$ cat src/hdl/owbm_pkg.sv
// ----------------------------------------------------------------------------
// owbm_pkg: shared definitions for the one-wire bus master
// Phase and command codes, register map, timing defaults, the CRC-8 fold
// and the structs passed between the top level and the sequencer core.
// ----------------------------------------------------------------------------
package owbm_pkg;

    // widths of the timing registers and the phase timer
    localparam int TIMER_W = 11;
    localparam int SHORT_W = 8;
    localparam int CFG_DATA_W = 11;
    localparam int CFG_INDEX_W = 3;
    localparam int PHASE_W = 3;

    // released ticks ahead of a reset pulse
    localparam int unsigned RESET_IDLE_TICKS_DEF = 100;

    // bus phases
    localparam logic [PHASE_W-1:0] PH_IDLE = 3'd0;
    localparam logic [PHASE_W-1:0] PH_RST_IDLE = 3'd1;
    localparam logic [PHASE_W-1:0] PH_RST_LOW = 3'd2;
    localparam logic [PHASE_W-1:0] PH_RST_WAIT = 3'd3;
    localparam logic [PHASE_W-1:0] PH_SLOT_LOW = 3'd4;
    localparam logic [PHASE_W-1:0] PH_SLOT_HIGH = 3'd5;

    // request kinds
    localparam logic [1:0] KIND_TICK = 2'd0;
    localparam logic [1:0] KIND_RESET = 2'd1;
    localparam logic [1:0] KIND_WRITE = 2'd2;
    localparam logic [1:0] KIND_READ = 2'd3;

    // register indexes
    localparam logic [CFG_INDEX_W-1:0] REG_WRITE_ONE_LOW = 3'd0;
    localparam logic [CFG_INDEX_W-1:0] REG_WRITE_ZERO_LOW = 3'd1;
    localparam logic [CFG_INDEX_W-1:0] REG_SLOT_TIME = 3'd2;
    localparam logic [CFG_INDEX_W-1:0] REG_RESET_LOW = 3'd3;
    localparam logic [CFG_INDEX_W-1:0] REG_PRESENCE_SAMPLE = 3'd4;
    localparam logic [CFG_INDEX_W-1:0] REG_RESET_RECOVERY = 3'd5;
    localparam logic [CFG_INDEX_W-1:0] REG_READ_LOW = 3'd6;
    localparam logic [CFG_INDEX_W-1:0] REG_READ_SAMPLE_DELAY = 3'd7;

    // reflected Maxim polynomial
    localparam logic [7:0] CRC_POLY = 8'h8C;

    typedef struct packed {
        logic [SHORT_W-1:0] write_one_low_time;
        logic [SHORT_W-1:0] write_zero_low_time;
        logic [SHORT_W-1:0] slot_time;
        logic [TIMER_W-1:0] reset_low_time;
        logic [TIMER_W-1:0] presence_sample_time;
        logic [TIMER_W-1:0] reset_recovery_time;
        logic [SHORT_W-1:0] read_low_time;
        logic [SHORT_W-1:0] read_sample_delay;
    } cfg_t;

    localparam cfg_t CFG_DEFAULT = '{
        write_one_low_time: 8'd3,
        write_zero_low_time: 8'd70,
        slot_time: 8'd80,
        reset_low_time: 11'd1000,
        presence_sample_time: 11'd70,
        reset_recovery_time: 11'd500,
        read_low_time: 8'd3,
        read_sample_delay: 8'd12
    };

    typedef struct packed {
        logic       drive_low;
        logic       busy;
        logic       done;
        logic       rejected;
        logic       presence;
        logic [7:0] read_data;
        logic [7:0] crc_value;
    } result_t;

    // a zero duration counts as one tick
    function automatic logic [TIMER_W-1:0] at_least_one(input logic [TIMER_W-1:0] v);
        at_least_one = (v == '0) ? TIMER_W'(1) : v;
    endfunction

    // fold one byte into the running crc, lsb first
    function automatic logic [7:0] crc_fold(input logic [7:0] crc, input logic [7:0] data);
        logic [7:0] c;
        c = crc ^ data;
        for (int k = 0; k < 8; k++)
        begin
            c = c[0] ? ((c >> 1) ^ CRC_POLY) : (c >> 1);
        end
        crc_fold = c;
    endfunction

endpackage

$ cat src/hdl/one_wire_bus_master.sv
// ----------------------------------------------------------------------------
// one_wire_bus_master: 1-Wire bus master with Maxim CRC-8 on read bytes
// Tick and command requests go through an input register, the sequencer
// step and a result register; timing registers set the slot and reset shape.
// ----------------------------------------------------------------------------
// Each request is a one-microsecond tick or a reset, write-byte or
// read-byte command, and each yields exactly one result with the bus drive,
// busy, done, reject and presence flags plus the last read byte and crc.
// The block takes one request per clock unless the result stalls, and its
// result passes through the input register and the result register; the
// sequencer step between them is a single pass of logic. A stalled result
// holds the pipeline, and the input register absorbs one more request.
// The user must write timing registers only while no request is outstanding;
// the block does not enforce it. Commands during an operation are rejected.
module one_wire_bus_master #(
    parameter int unsigned RESET_IDLE_TICKS = owbm_pkg::RESET_IDLE_TICKS_DEF
) (
    input  logic                                clk,
    input  logic                                rst_n,
    // configuration
    input  logic                                cfg_write,
    input  logic [owbm_pkg::CFG_INDEX_W-1:0]    cfg_index,
    input  logic [owbm_pkg::CFG_DATA_W-1:0]     cfg_data,
    // request channel
    input  logic                                in_valid,
    output logic                                in_stall,
    input  logic [1:0]                          kind,
    input  logic [7:0]                          data_byte,
    input  logic                                line_level,
    // result channel
    output logic                                out_valid,
    input  logic                                out_stall,
    output logic                                drive_low,
    output logic                                busy_res,
    output logic                                done_res,
    output logic                                rejected,
    output logic                                presence,
    output logic [7:0]                          read_data,
    output logic [7:0]                          crc_value
);
    import owbm_pkg::*;

    cfg_t       cfg_reg;
    logic       item_valid_reg;
    logic [1:0] kind_reg;
    logic [7:0] data_byte_reg;
    logic       line_level_reg;
    logic       out_valid_reg;
    result_t    res_reg;
    result_t    step_res;
    logic       advance;
    logic       load;

    // pipeline flow control
    assign advance = item_valid_reg && (!out_valid_reg || !out_stall);
    assign in_stall = item_valid_reg && !advance;
    assign load = in_valid && !in_stall;

    // timing registers
    always_ff @(posedge clk or negedge rst_n)
    begin
        if (!rst_n)
        begin
            cfg_reg <= CFG_DEFAULT;
        end
        else if (cfg_write)
        begin
            case (cfg_index)
                REG_WRITE_ONE_LOW:     cfg_reg.write_one_low_time <= cfg_data[SHORT_W-1:0];
                REG_WRITE_ZERO_LOW:    cfg_reg.write_zero_low_time <= cfg_data[SHORT_W-1:0];
                REG_SLOT_TIME:         cfg_reg.slot_time <= cfg_data[SHORT_W-1:0];
                REG_RESET_LOW:         cfg_reg.reset_low_time <= cfg_data;
                REG_PRESENCE_SAMPLE:   cfg_reg.presence_sample_time <= cfg_data;
                REG_RESET_RECOVERY:    cfg_reg.reset_recovery_time <= cfg_data;
                REG_READ_LOW:          cfg_reg.read_low_time <= cfg_data[SHORT_W-1:0];
                REG_READ_SAMPLE_DELAY: cfg_reg.read_sample_delay <= cfg_data[SHORT_W-1:0];
                default:               cfg_reg <= cfg_reg;
            endcase
        end
    end

    // input register control
    always_ff @(posedge clk or negedge rst_n)
    begin
        if (!rst_n)
        begin
            item_valid_reg <= 1'b0;
        end
        else if (load)
        begin
            item_valid_reg <= 1'b1;
        end
        else if (advance)
        begin
            item_valid_reg <= 1'b0;
        end
    end

    // input register payload
    always_ff @(posedge clk)
    begin
        if (load)
        begin
            kind_reg <= kind;
            data_byte_reg <= data_byte;
            line_level_reg <= line_level;
        end
    end

    // sequencer
    owbm_core #(
        .RESET_IDLE_TICKS(RESET_IDLE_TICKS)
    ) u_core (
        .clk        (clk),
        .rst_n      (rst_n),
        .step       (advance),
        .kind       (kind_reg),
        .data_byte  (data_byte_reg),
        .line_level (line_level_reg),
        .cfg        (cfg_reg),
        .res        (step_res)
    );

    // result register control
    always_ff @(posedge clk or negedge rst_n)
    begin
        if (!rst_n)
        begin
            out_valid_reg <= 1'b0;
        end
        else if (advance)
        begin
            out_valid_reg <= 1'b1;
        end
        else if (!out_stall)
        begin
            out_valid_reg <= 1'b0;
        end
    end

    // result register payload
    always_ff @(posedge clk)
    begin
        if (advance)
        begin
            res_reg <= step_res;
        end
    end

    assign out_valid = out_valid_reg;
    assign drive_low = res_reg.drive_low;
    assign busy_res = res_reg.busy;
    assign done_res = res_reg.done;
    assign rejected = res_reg.rejected;
    assign presence = res_reg.presence;
    assign read_data = res_reg.read_data;
    assign crc_value = res_reg.crc_value;

endmodule

$ cat src/hdl/owbm_core.sv
// ----------------------------------------------------------------------------
// owbm_core: one-wire sequencer state and step logic
// Holds the bus phase, timer, shift byte and crc, and works out the next
// state and the result for one request in a single pass.
// ----------------------------------------------------------------------------
module owbm_core #(
    parameter int unsigned RESET_IDLE_TICKS = owbm_pkg::RESET_IDLE_TICKS_DEF
) (
    input  logic              clk,
    input  logic              rst_n,
    input  logic              step,
    input  logic [1:0]        kind,
    input  logic [7:0]        data_byte,
    input  logic              line_level,
    input  owbm_pkg::cfg_t    cfg,
    output owbm_pkg::result_t res
);
    import owbm_pkg::*;

    localparam logic [TIMER_W-1:0] IDLE_TICKS = TIMER_W'(RESET_IDLE_TICKS);

    logic [PHASE_W-1:0] phase_reg, phase_next;
    logic [TIMER_W-1:0] timer_reg, timer_next;
    logic [7:0]         shift_reg, shift_next;
    logic [2:0]         bit_index_reg, bit_index_next;
    logic               reading_reg, reading_next;
    logic [7:0]         crc_reg, crc_next;
    logic               presence_reg, presence_next;
    logic [7:0]         last_read_reg, last_read_next;

    logic [TIMER_W-1:0] timer_inc;
    logic [TIMER_W-1:0] slot_low;
    logic [TIMER_W-1:0] sample_at;
    logic [TIMER_W-1:0] slot_len;
    logic [7:0]         shift_tmp;
    logic               done;
    logic               rejected;

    // slot timing derived from the current state
    assign timer_inc = timer_reg + TIMER_W'(1);
    assign slot_low = reading_reg ? at_least_one(TIMER_W'(cfg.read_low_time))
                    : at_least_one(TIMER_W'(shift_reg[0] ? cfg.write_one_low_time
                                                         : cfg.write_zero_low_time));
    assign sample_at = slot_low + TIMER_W'(cfg.read_sample_delay);
    assign slot_len = at_least_one(TIMER_W'(cfg.slot_time));

    // next state for one request
    always_comb
    begin
        phase_next = phase_reg;
        timer_next = timer_reg;
        shift_next = shift_reg;
        bit_index_next = bit_index_reg;
        reading_next = reading_reg;
        crc_next = crc_reg;
        presence_next = presence_reg;
        last_read_next = last_read_reg;
        shift_tmp = shift_reg;
        done = 1'b0;
        rejected = 1'b0;
        if (kind == KIND_TICK)
        begin
            if (phase_reg != PH_IDLE)
            begin
                timer_next = timer_inc;
                case (phase_reg)
                    PH_RST_IDLE:
                    begin
                        if (timer_inc >= IDLE_TICKS)
                        begin
                            phase_next = PH_RST_LOW;
                            timer_next = '0;
                        end
                    end
                    PH_RST_LOW:
                    begin
                        if (timer_inc >= at_least_one(cfg.reset_low_time))
                        begin
                            phase_next = PH_RST_WAIT;
                            timer_next = '0;
                        end
                    end
                    PH_RST_WAIT:
                    begin
                        if (timer_inc == at_least_one(cfg.presence_sample_time))
                        begin
                            presence_next = ~line_level;
                        end
                        if (timer_inc >= at_least_one(cfg.reset_recovery_time))
                        begin
                            phase_next = PH_IDLE;
                            timer_next = '0;
                            done = 1'b1;
                        end
                    end
                    default:
                    begin
                        // bit slot: low part, then released part
                        if (phase_reg == PH_SLOT_LOW && timer_inc >= slot_low)
                        begin
                            phase_next = PH_SLOT_HIGH;
                        end
                        if (phase_next == PH_SLOT_HIGH && reading_reg &&
                            timer_inc == sample_at)
                        begin
                            shift_tmp = {line_level, shift_reg[7:1]};
                        end
                        shift_next = shift_tmp;
                        if (phase_reg == PH_SLOT_HIGH && timer_inc >= slot_len &&
                            (!reading_reg || timer_inc >= sample_at))
                        begin
                            if (!reading_reg)
                            begin
                                shift_next = {1'b0, shift_tmp[7:1]};
                            end
                            timer_next = '0;
                            if (bit_index_reg == 3'd7)
                            begin
                                bit_index_next = 3'd0;
                                phase_next = PH_IDLE;
                                done = 1'b1;
                                if (reading_reg)
                                begin
                                    last_read_next = shift_tmp;
                                    crc_next = crc_fold(crc_reg, shift_tmp);
                                end
                            end
                            else
                            begin
                                bit_index_next = bit_index_reg + 3'd1;
                                phase_next = PH_SLOT_LOW;
                            end
                        end
                    end
                endcase
            end
        end
        else if (phase_reg != PH_IDLE)
        begin
            rejected = 1'b1;
        end
        else
        begin
            timer_next = '0;
            bit_index_next = 3'd0;
            if (kind == KIND_RESET)
            begin
                phase_next = PH_RST_IDLE;
                reading_next = 1'b0;
                crc_next = 8'd0;
                presence_next = 1'b0;
            end
            else
            begin
                phase_next = PH_SLOT_LOW;
                reading_next = (kind == KIND_READ);
                shift_next = (kind == KIND_READ) ? 8'd0 : data_byte;
            end
        end
    end

    // result seen after this request
    always_comb
    begin
        res.drive_low = (phase_next == PH_RST_LOW) || (phase_next == PH_SLOT_LOW);
        res.busy = (phase_next != PH_IDLE);
        res.done = done;
        res.rejected = rejected;
        res.presence = presence_next;
        res.read_data = last_read_next;
        res.crc_value = crc_next;
    end

    // state registers
    always_ff @(posedge clk or negedge rst_n)
    begin
        if (!rst_n)
        begin
            phase_reg <= PH_IDLE;
            timer_reg <= '0;
            shift_reg <= '0;
            bit_index_reg <= '0;
            reading_reg <= 1'b0;
            crc_reg <= '0;
            presence_reg <= 1'b0;
            last_read_reg <= '0;
        end
        else if (step)
        begin
            phase_reg <= phase_next;
            timer_reg <= timer_next;
            shift_reg <= shift_next;
            bit_index_reg <= bit_index_next;
            reading_reg <= reading_next;
            crc_reg <= crc_next;
            presence_reg <= presence_next;
            last_read_reg <= last_read_next;
        end
    end

`ifndef SYNTH
    // a finished operation leaves the sequencer idle
    assert property (@(posedge clk) disable iff (!rst_n)
        step && done |=> phase_reg == PH_IDLE)
        else $error("owbm_core: not idle after done");

    // only a request arriving mid-operation is turned away
    assert property (@(posedge clk) disable iff (!rst_n)
        step && rejected |-> phase_reg != PH_IDLE && phase_next == phase_reg)
        else $error("owbm_core: reject while idle or phase moved");

    // bit counter and timer rest at zero between operations
    assert property (@(posedge clk) disable iff (!rst_n)
        phase_reg == PH_IDLE |-> bit_index_reg == 3'd0 && timer_reg == '0)
        else $error("owbm_core: counters not cleared while idle");

    // the crc only moves on a completed read or a reset start
    assert property (@(posedge clk) disable iff (!rst_n)
        step && crc_next != crc_reg |-> (done && reading_reg) || kind == KIND_RESET)
        else $error("owbm_core: crc changed unexpectedly");
`endif

endmodule
$ cat config.mk
export PLATFORM = sky130hd
export DESIGN_NAME = one_wire_bus_master
export DESIGN_NICKNAME = d
export VERILOG_FILES = /design/src/hdl/owbm_pkg.sv /design/src/hdl/one_wire_bus_master.sv /design/src/hdl/owbm_core.sv
export SDC_FILE = /design/constraint.sdc
export NUM_CORES = 1
export LEC_CHECK = 0
export ABC_AREA = 1
export BUFFER_PORTS_ARGS = -buffer_cell sky130_fd_sc_hd__buf_2
export CORE_ASPECT_RATIO = 1.75
export CORE_UTILIZATION = 50
export DETAILED_ROUTE_END_ITERATION = 12
export PLACE_DENSITY = 0.68
export SYNTH_ARGS = -nofsm -noshare
export SYNTH_HDL_FRONTEND = slang
export SYNTH_SLANG_ARGS = --single-unit
$ cat constraint.sdc
create_clock -name clk -period 13.9 [get_ports clk]
set_input_delay 2.085 -clock clk [delete_from_list [all_inputs] [get_ports clk]]
set_output_delay 2.085 -clock clk [all_outputs]
set_load 0.01 [all_outputs]
==> flow_metrics.py, run 1 <==
metrics = {
    "outcome": {
        "status": "complete, no violations",
    },
    "sta": {
        "finalMaxSlewViolations": 0,
        "max-slew-margin-rel_pct": 32.5,
        "finalSetupViolCount": 0,
        "fin_crit_ns": 5.39,
        "max_freq_mhz": 186,
        "hold_violations": 0,
        "fin_skew_ns": 0.0103,
        "worst_pin_slew_ns": 1.01,
        "finalSetupTns_ns": 0,
        "rsz0062_at_grt": "no",
        "fin_crit_sh_pct": 38.8,
        "setup_slack_ns": 8.51,
    },
    "route": {
        "drtAntennaViolNets": 0,
        "wl_met1_mm": 8.22,
        "first_pass_iters": 5,
        "vias_per_cell": 5.42,
        "drcViolationCount": 0,
        "route.met3.wl_um": 604,
        "wl_per_cell_um": 16.4,
        "wl_mm": 22.1,
        "first_iter_violations": 335,
        "wl_met2_mm": 12.3,
        "dr.max_layer_used": "met4",
        "num_vias": 7318,
    },
    "floorplanning": {
        "floorplan.io_pins": 53,
        "die_w_um": 102,
        "initial_utilization_pct": 51.4,
        "die_y_um": 177,
        "core_area_mm2": 0.0170,
        "dieArea_mm2": 0.0181,
        "placementRows": 63,
    },
    "logic_synthesis": {
        "yosys_warnings": 0,
        "yosys_register_bits": 150,
        "synth_flop_cell": "dfrtp_1",
        "synth_nets": 1150,
        "syn_area_per_cell_um2": 8.27,
        "synth-seq-area-share_pct": 45.1,
        "syn_inst": 1059,
        "netlist_area_mm2": 0.00876,
        "synth_cell_types": 52,
        "async_reset_ff_share_pct": 78.7,
        "synth_edf_count": 32,
    },
    "worst_setup_path": {
        "r2r_cells": 25,
        "required_ns": 14.19,
        "critPathTopFamily": "simple AND/OR/NAND/NOR gates",
        "cpPeakStageDelay_ns": 0.76,
        "cpMaxStageDelayCell": "nor2_1",
        "crit_buf_inv": 1,
        "r2r_slack_ns": 8.51,
        "cp-endpoint": "u_core.last_read_reg[5]$_DFFE_PN0P_",
        "critPathKind": "reg -> reg",
        "cp_num_cells": 25,
        "r2r-end": "u_core.last_read_reg[5]$_DFFE_PN0P_",
        "critPathArrivalTime_ns": 5.68,
        "worstSetupStartpoint": "u_core.shift_reg[0]$_DFFE_PN0P_",
        "crit_top_cell": "o21ai_0",
        "r2r_start": "u_core.shift_reg[0]$_DFFE_PN0P_",
        "start_kind": "flip-flop",
        "worst_setup_path_end_kind": "flip-flop",
        "cp_max_fo": 16,
    },
    "clock_tree": {
        "post_cts_buffers": 0,
        "root_buffer": "clkbuf_16",
        "cts_hold_buffers": 0,
        "insertion_delay_ns": 0.44,
        "clkTransAtPathRegs_ns": 0.07,
        "ctsResizeCount": 0,
        "htree_num_levels": 4,
        "numCtsBuffers": 17,
        "cts.sinks": 150,
        "clock_path_buffers": 2,
        "cts_tree": "built",
    },
    "placement": {
        "placed_area_mm2": 0.00923,
        "pre_cts_slack_ns": 8.53,
        "place.gp.congestion": 0.952,
        "io_buffers": 52,
        "hpwl_mm": 16.9,
    },
    "pwr": {
        "p_leak_nw": 4.73,
        "cellInternalPower_mw": 1.11,
        "clockPowerShare_pct": 23.7,
        "peakVddDrop_mv": 0.0913,
        "power_mw": 1.90,
        "comb_power_share_pct": 41.1,
        "p_switching_mw": 0.788,
        "p_seq_share_pct": 35.3,
        "switching_share_pct": 41.5,
        "powerDensity_mw_per_mm2": 194,
    },
    "global_route": {
        "grt_pass1_vias": 7127,
        "grt_usage_pct": 26.3,
        "overflow": 0,
        "antenna_found_initial": 0,
        "grt_max_degree": 79,
        "grt_first_pass_wirelength_mm": 35.3,
    },
    "min_path": {
        "hp-class": "reg -> reg",
    },
    "cells_and_area": {
        "nets": 1202,
        "area_growth_pct": 11.9,
        "drive_gt1_share_pct": 13.7,
        "final_area_mm2": 0.00980,
        "largest_reg_flops": 73,
        "fin_util_pct": 57.6,
        "diodes": 0,
    },
    "run": {
        "drv_cap": 0,
    },
}
## cell usage in the layout (no fill, tap or decap), drive strengths merged, types with 2 or more instances in the layout
cell type	count
buf	57
nor3	10
nor2	60
o21ai	132
ha	60
nand3	51
o31ai	3
xnor2	9
o21bai	2
inv	141
a21oi	48
nand4	14
a31oi	3
clkinvlp	4
a211oi	4
and3	2
o211ai	5
edfxtp	32
o22ai	8
dfrtp	92
dfstp	26
clkinv	6
nor4	8
nand2	286
mux2i	7
a22oi	7
or2	2
xor2	13
a41o	3
clkbuf	17
## synth_stat cells, types with 4 or more instances
master    number  area, um2
mux2i_1        7       70.1
dfrtp_1       92       2300
xnor2_1        9       78.8
xor2_1        10       87.6
dfstp_2       26        683
nor3_1        10       50.1
nor2_1        54        203
nand2_2       16        100
nor2_2         5       31.3
inv_1        131        492
clkbuf_1      20       75.1
ha_1          60        751
a21oi_1       48        240
o22ai_1        8       50.1
a22oi_1        7       52.6
nand2_1      266        998
nor4_1         8       50.1
a211oi_1       4       30.0
nand2_4        4       45.0
edfxtp_1      32        961
o21ai_0      125        626
o211ai_1       5       37.5
nand4_1       14       87.6
nand3_1       50        250
## cells by family (layout without fill, tap and decap cells)
group	Yosys count	after routing	share of synthesized area, %
AO/OA/AOI/OAI	223	223	14.4
XOR/XNOR	22	22	2.46
adder cells (fa/ha/maj)	61	61	8.80
buffers and inverters	161	226	7.13
flip-flops	150	150	45.1
multiplexers	7	7	0.800
AND/OR/NAND/NOR	435	435	21.4
## worst min-delay path: stages, from the launching register on
cell and delay (ns):
dfrtp_1 0.35, nand2_1 0.05, o21ai_0 0.06
## through the flow
step	cells	hold slack [ns]
final	1351	0.488
after global routing	1351	0.513
after CTS	1351	0.490
after detailed placement	1319	0.473
after global placement	1319	0.466
after floorplan	1059	0.452
## metal layers
metal,track usage (%),vias up
li1,-,3646
met1,26.4,3444
met2,49.8,164
met3,3.99,64
met4,15.3,0
met5,0,-
## worst min path at each step
stage	from	to	cells after the start
2_1_floorplan	cfg_reg[60]$_DFFE_PN0P_	cfg_reg[60]$_DFFE_PN0P_	2
3_3_place_gp	cfg_reg[72]$_DFFE_PN0P_	cfg_reg[72]$_DFFE_PN0P_	2
3_5_place_dp	cfg_reg[70]$_DFFE_PN0P_	cfg_reg[70]$_DFFE_PN0P_	2
4_1_cts	cfg_reg[70]$_DFFE_PN0P_	cfg_reg[70]$_DFFE_PN0P_	2
5_1_grt	cfg_reg[49]$_DFFE_PN0P_	cfg_reg[49]$_DFFE_PN0P_	2
6_report	cfg_reg[72]$_DFFE_PN0P_	cfg_reg[72]$_DFFE_PN0P_	2
## power by group through the flow
| stage | clock network [mW] | registers (mW) | logic, mW |
|---|---|---|---|
| floorplan | 0 | 0.642 | 0.589 |
| global route | 0.474 | 0.682 | 0.887 |
| CTS | 0.457 | 0.668 | 0.778 |
| global placement | 0 | 0.673 | 0.758 |
| detailed placement | 0 | 0.675 | 0.773 |
| finish | 0.449 | 0.670 | 0.779 |
## layout make-up
class	count	area (um2)
fill	1625	7220
sequential	150	3950
multi-input combinational	748	4190
tap	227	284
clock buffer	17	425
clock inverter	15	145
timing repair buffer	57	300
inverter	137	514
(Power assumes the default switching activity.)
==> inputs of run 2 (changes only) <==
- PLACE_DENSITY: 0.68 -> 0.7
- clock period: 13.9 -> 4.6 ns (I/O delays scaled with it)
==> flow_metrics.py, run 2 (synthesis results as in run 1) <==
metrics = {
    "sta": {
        "finalSetupViolCount": 23,
        "finalMaxSlewViolations": 0,
        "max-slew-margin-rel_pct": 31.6,
        "finalSetupTns_ns": -3.11,
        "hold_violations": 0,
        "setup_slack_ns": -0.250,
        "worst_pin_slew_ns": 1.02,
        "rsz0062_at_grt": "yes",
        "fin_crit_sh_pct": 105,
        "hold_slack_ns": 0.298,
        "fin_crit_ns": 4.85,
        "fin_skew_ns": 0.0132,
        "max_freq_mhz": 206,
    },
    "route": {
        "wl_met1_mm": 8.45,
        "first_iter_violations": 327,
        "route.met3.wl_um": 740,
        "wl_per_cell_um": 16.7,
        "drcViolationCount": 0,
        "wl_mm": 23.8,
        "drtAntennaViolNets": 0,
        "wl_met2_mm": 12.9,
        "num_vias": 7810,
        "dr.max_layer_used": "met4",
        "vias_per_cell": 5.49,
        "first_pass_iters": 7,
    },
    "floorplanning": {
        "placementRows": 63,
        "die_y_um": 177,
        "initial_utilization_pct": 51.4,
        "core_area_mm2": 0.0170,
        "die_w_um": 102,
        "floorplan.io_pins": 53,
        "dieArea_mm2": 0.0181,
    },
    "pwr": {
        "comb_power_share_pct": 48.8,
        "p_seq_share_pct": 30.8,
        "peakVddDrop_mv": 0.241,
        "p_leak_nw": 5.19,
        "p_switching_mw": 2.70,
        "powerDensity_mw_per_mm2": 605,
        "cellInternalPower_mw": 3.90,
        "clockPowerShare_pct": 20.4,
        "switching_share_pct": 40.9,
    },
    "cells_and_area": {
        "drive_gt1_share_pct": 26.9,
        "fin_util_pct": 64.0,
        "nets": 1273,
        "final_cells": 1422,
        "largest_reg_flops": 73,
        "diodes": 0,
        "final_cell_mix": "nand2_1 (227), inv_1 (126), o21ai_0 (102)",
        "area_growth_pct": 24.4,
        "final_common_cell": "nand2_1",
    },
    "clock_tree": {
        "numCtsBuffers": 17,
        "htree_num_levels": 4,
        "cts_hold_buffers": 0,
        "clkTransAtPathRegs_ns": 0.07,
        "cts.sinks": 150,
        "cts_tree": "built",
        "clock_path_buffers": 2,
        "insertion_delay_ns": 0.43,
        "root_buffer": "clkbuf_16",
    },
    "worst_setup_path": {
        "cp_max_fo": 6,
        "worst_setup_path_end_kind": "flip-flop",
        "required_ns": 4.78,
        "cpMaxStageDelayCell": "dfrtp_2",
        "crit_top_cell": "nand2_2",
        "r2r_cells": 34,
        "start_kind": "flip-flop",
        "cpPeakStageDelay_ns": 0.45,
        "critPathKind": "reg -> reg",
        "critPathArrivalTime_ns": 5.03,
        "worstSetupStartpoint": "u_core.shift_reg[0]$_DFFE_PN0P_",
        "r2r_start": "u_core.shift_reg[0]$_DFFE_PN0P_",
    },
    "min_path": {
        "hp-class": "in -> async",
    },
    "global_route": {
        "overflow": 0,
        "grt_max_degree": 56,
        "grt_usage_pct": 27.6,
        "antenna_found_initial": 0,
        "grt_pass1_vias": 7648,
        "grt_first_pass_wirelength_mm": 37.1,
    },
    "outcome": {
        "status": "complete, but fails checks",
        "violations": "setup timing",
    },
    "placement": {
        "place.gp.congestion": 0.927,
        "placedCellCount": 1367,
        "io_buffers": 52,
        "hpwl_mm": 17.3,
    },
    "run": {
        "drv_cap": 0,
    },
}
run 2: cell count changes in the layout (fill, tap and decap cells not counted), moves of 10 or more:
| cell | before | now |
|---|---|---|
| o21ai_1 | 3 | 15 |
| o21ai_0 | 125 | 102 |
| nand3_1 | 50 | 38 |
| nand2_2 | 16 | 47 |
| nand2_1 | 266 | 227 |
| buf_6 | 0 | 11 |
| buf_4 | 6 | 61 |
| nand3_2 | 1 | 11 |
run 2: what timing repair did:
action,in CTS,in global routing
endpoints found under the setup margin,20,58
setup buffers,13,12
cloned,0,1
pin swaps,18,20
resized for setup,44,116
endpoints found under the hold margin,0,0
run 2: final timing paths:
| path | end | slack, ns |
|---|---|---|
| worst max-delay path | crc_value[5]$_DFFE_PP_ | -0.25 |
| worst min-delay path | cfg_reg[48]$_DFFE_PN0P_ | 0.30 |
| worst max register to register | crc_value[5]$_DFFE_PP_ | -0.25 |
| worst min register to register | cfg_reg[56]$_DFFE_PN0P_ | 0.49 |
| max in group asynchronous | cfg_reg[2]$_DFFE_PN1P_ | 3.31 |
| min in group clk | data_byte_reg[5]$_DFFE_PP_ | 0.44 |
run 2: final cells by class:
class | instances | area (um2)
Fill cell | 1442 | 6130
Multi-Input combinational cell | 748 | 4640
Sequential cell | 150 | 3950
Timing Repair Buffer | 128 | 937
Inverter | 137 | 514
Clock buffer | 23 | 510
Tap cell | 227 | 284
Clock inverter | 9 | 65.1
run 2: per-layer routing:
layer	vias to the layer above	global-route usage (%)
li1	3775	-
met5	-	0
met1	3722	27.5
met4	0	18.7
met3	97	4.34
met2	216	51.0
run 2: critical path, delay by kind of cell, from the launching register on:
kind | cells | cell delay, ns
compound gates | 4 | 0.48
xor+xnor | 1 | 0.19
fa+ha+maj | 3 | 0.75
buf+inv | 6 | 0.74
flops | 1 | 0.45
simple gates | 20 | 2.01
run 2: stage by stage:
step	cell area, um2	power (mW)	worst slack, ns
floorplan	8760	3.72	0.116
global route	10900	7.06	-0.567
finish	10900	6.60	-0.250
CTS	10400	6.24	-0.103
global placement	9610	4.59	-0.130
detailed placement	9610	4.65	-0.283
run 2: power groups by stage:
stage | combinational [mW] | clock, mW | sequential, mW
floorplan | 1.78 | 0 | 1.94
global placement | 2.57 | 0 | 2.02
detailed placement | 2.62 | 0 | 2.03
CTS | 2.87 | 1.36 | 2.01
global route | 3.58 | 1.42 | 2.06
finish | 3.22 | 1.35 | 2.03
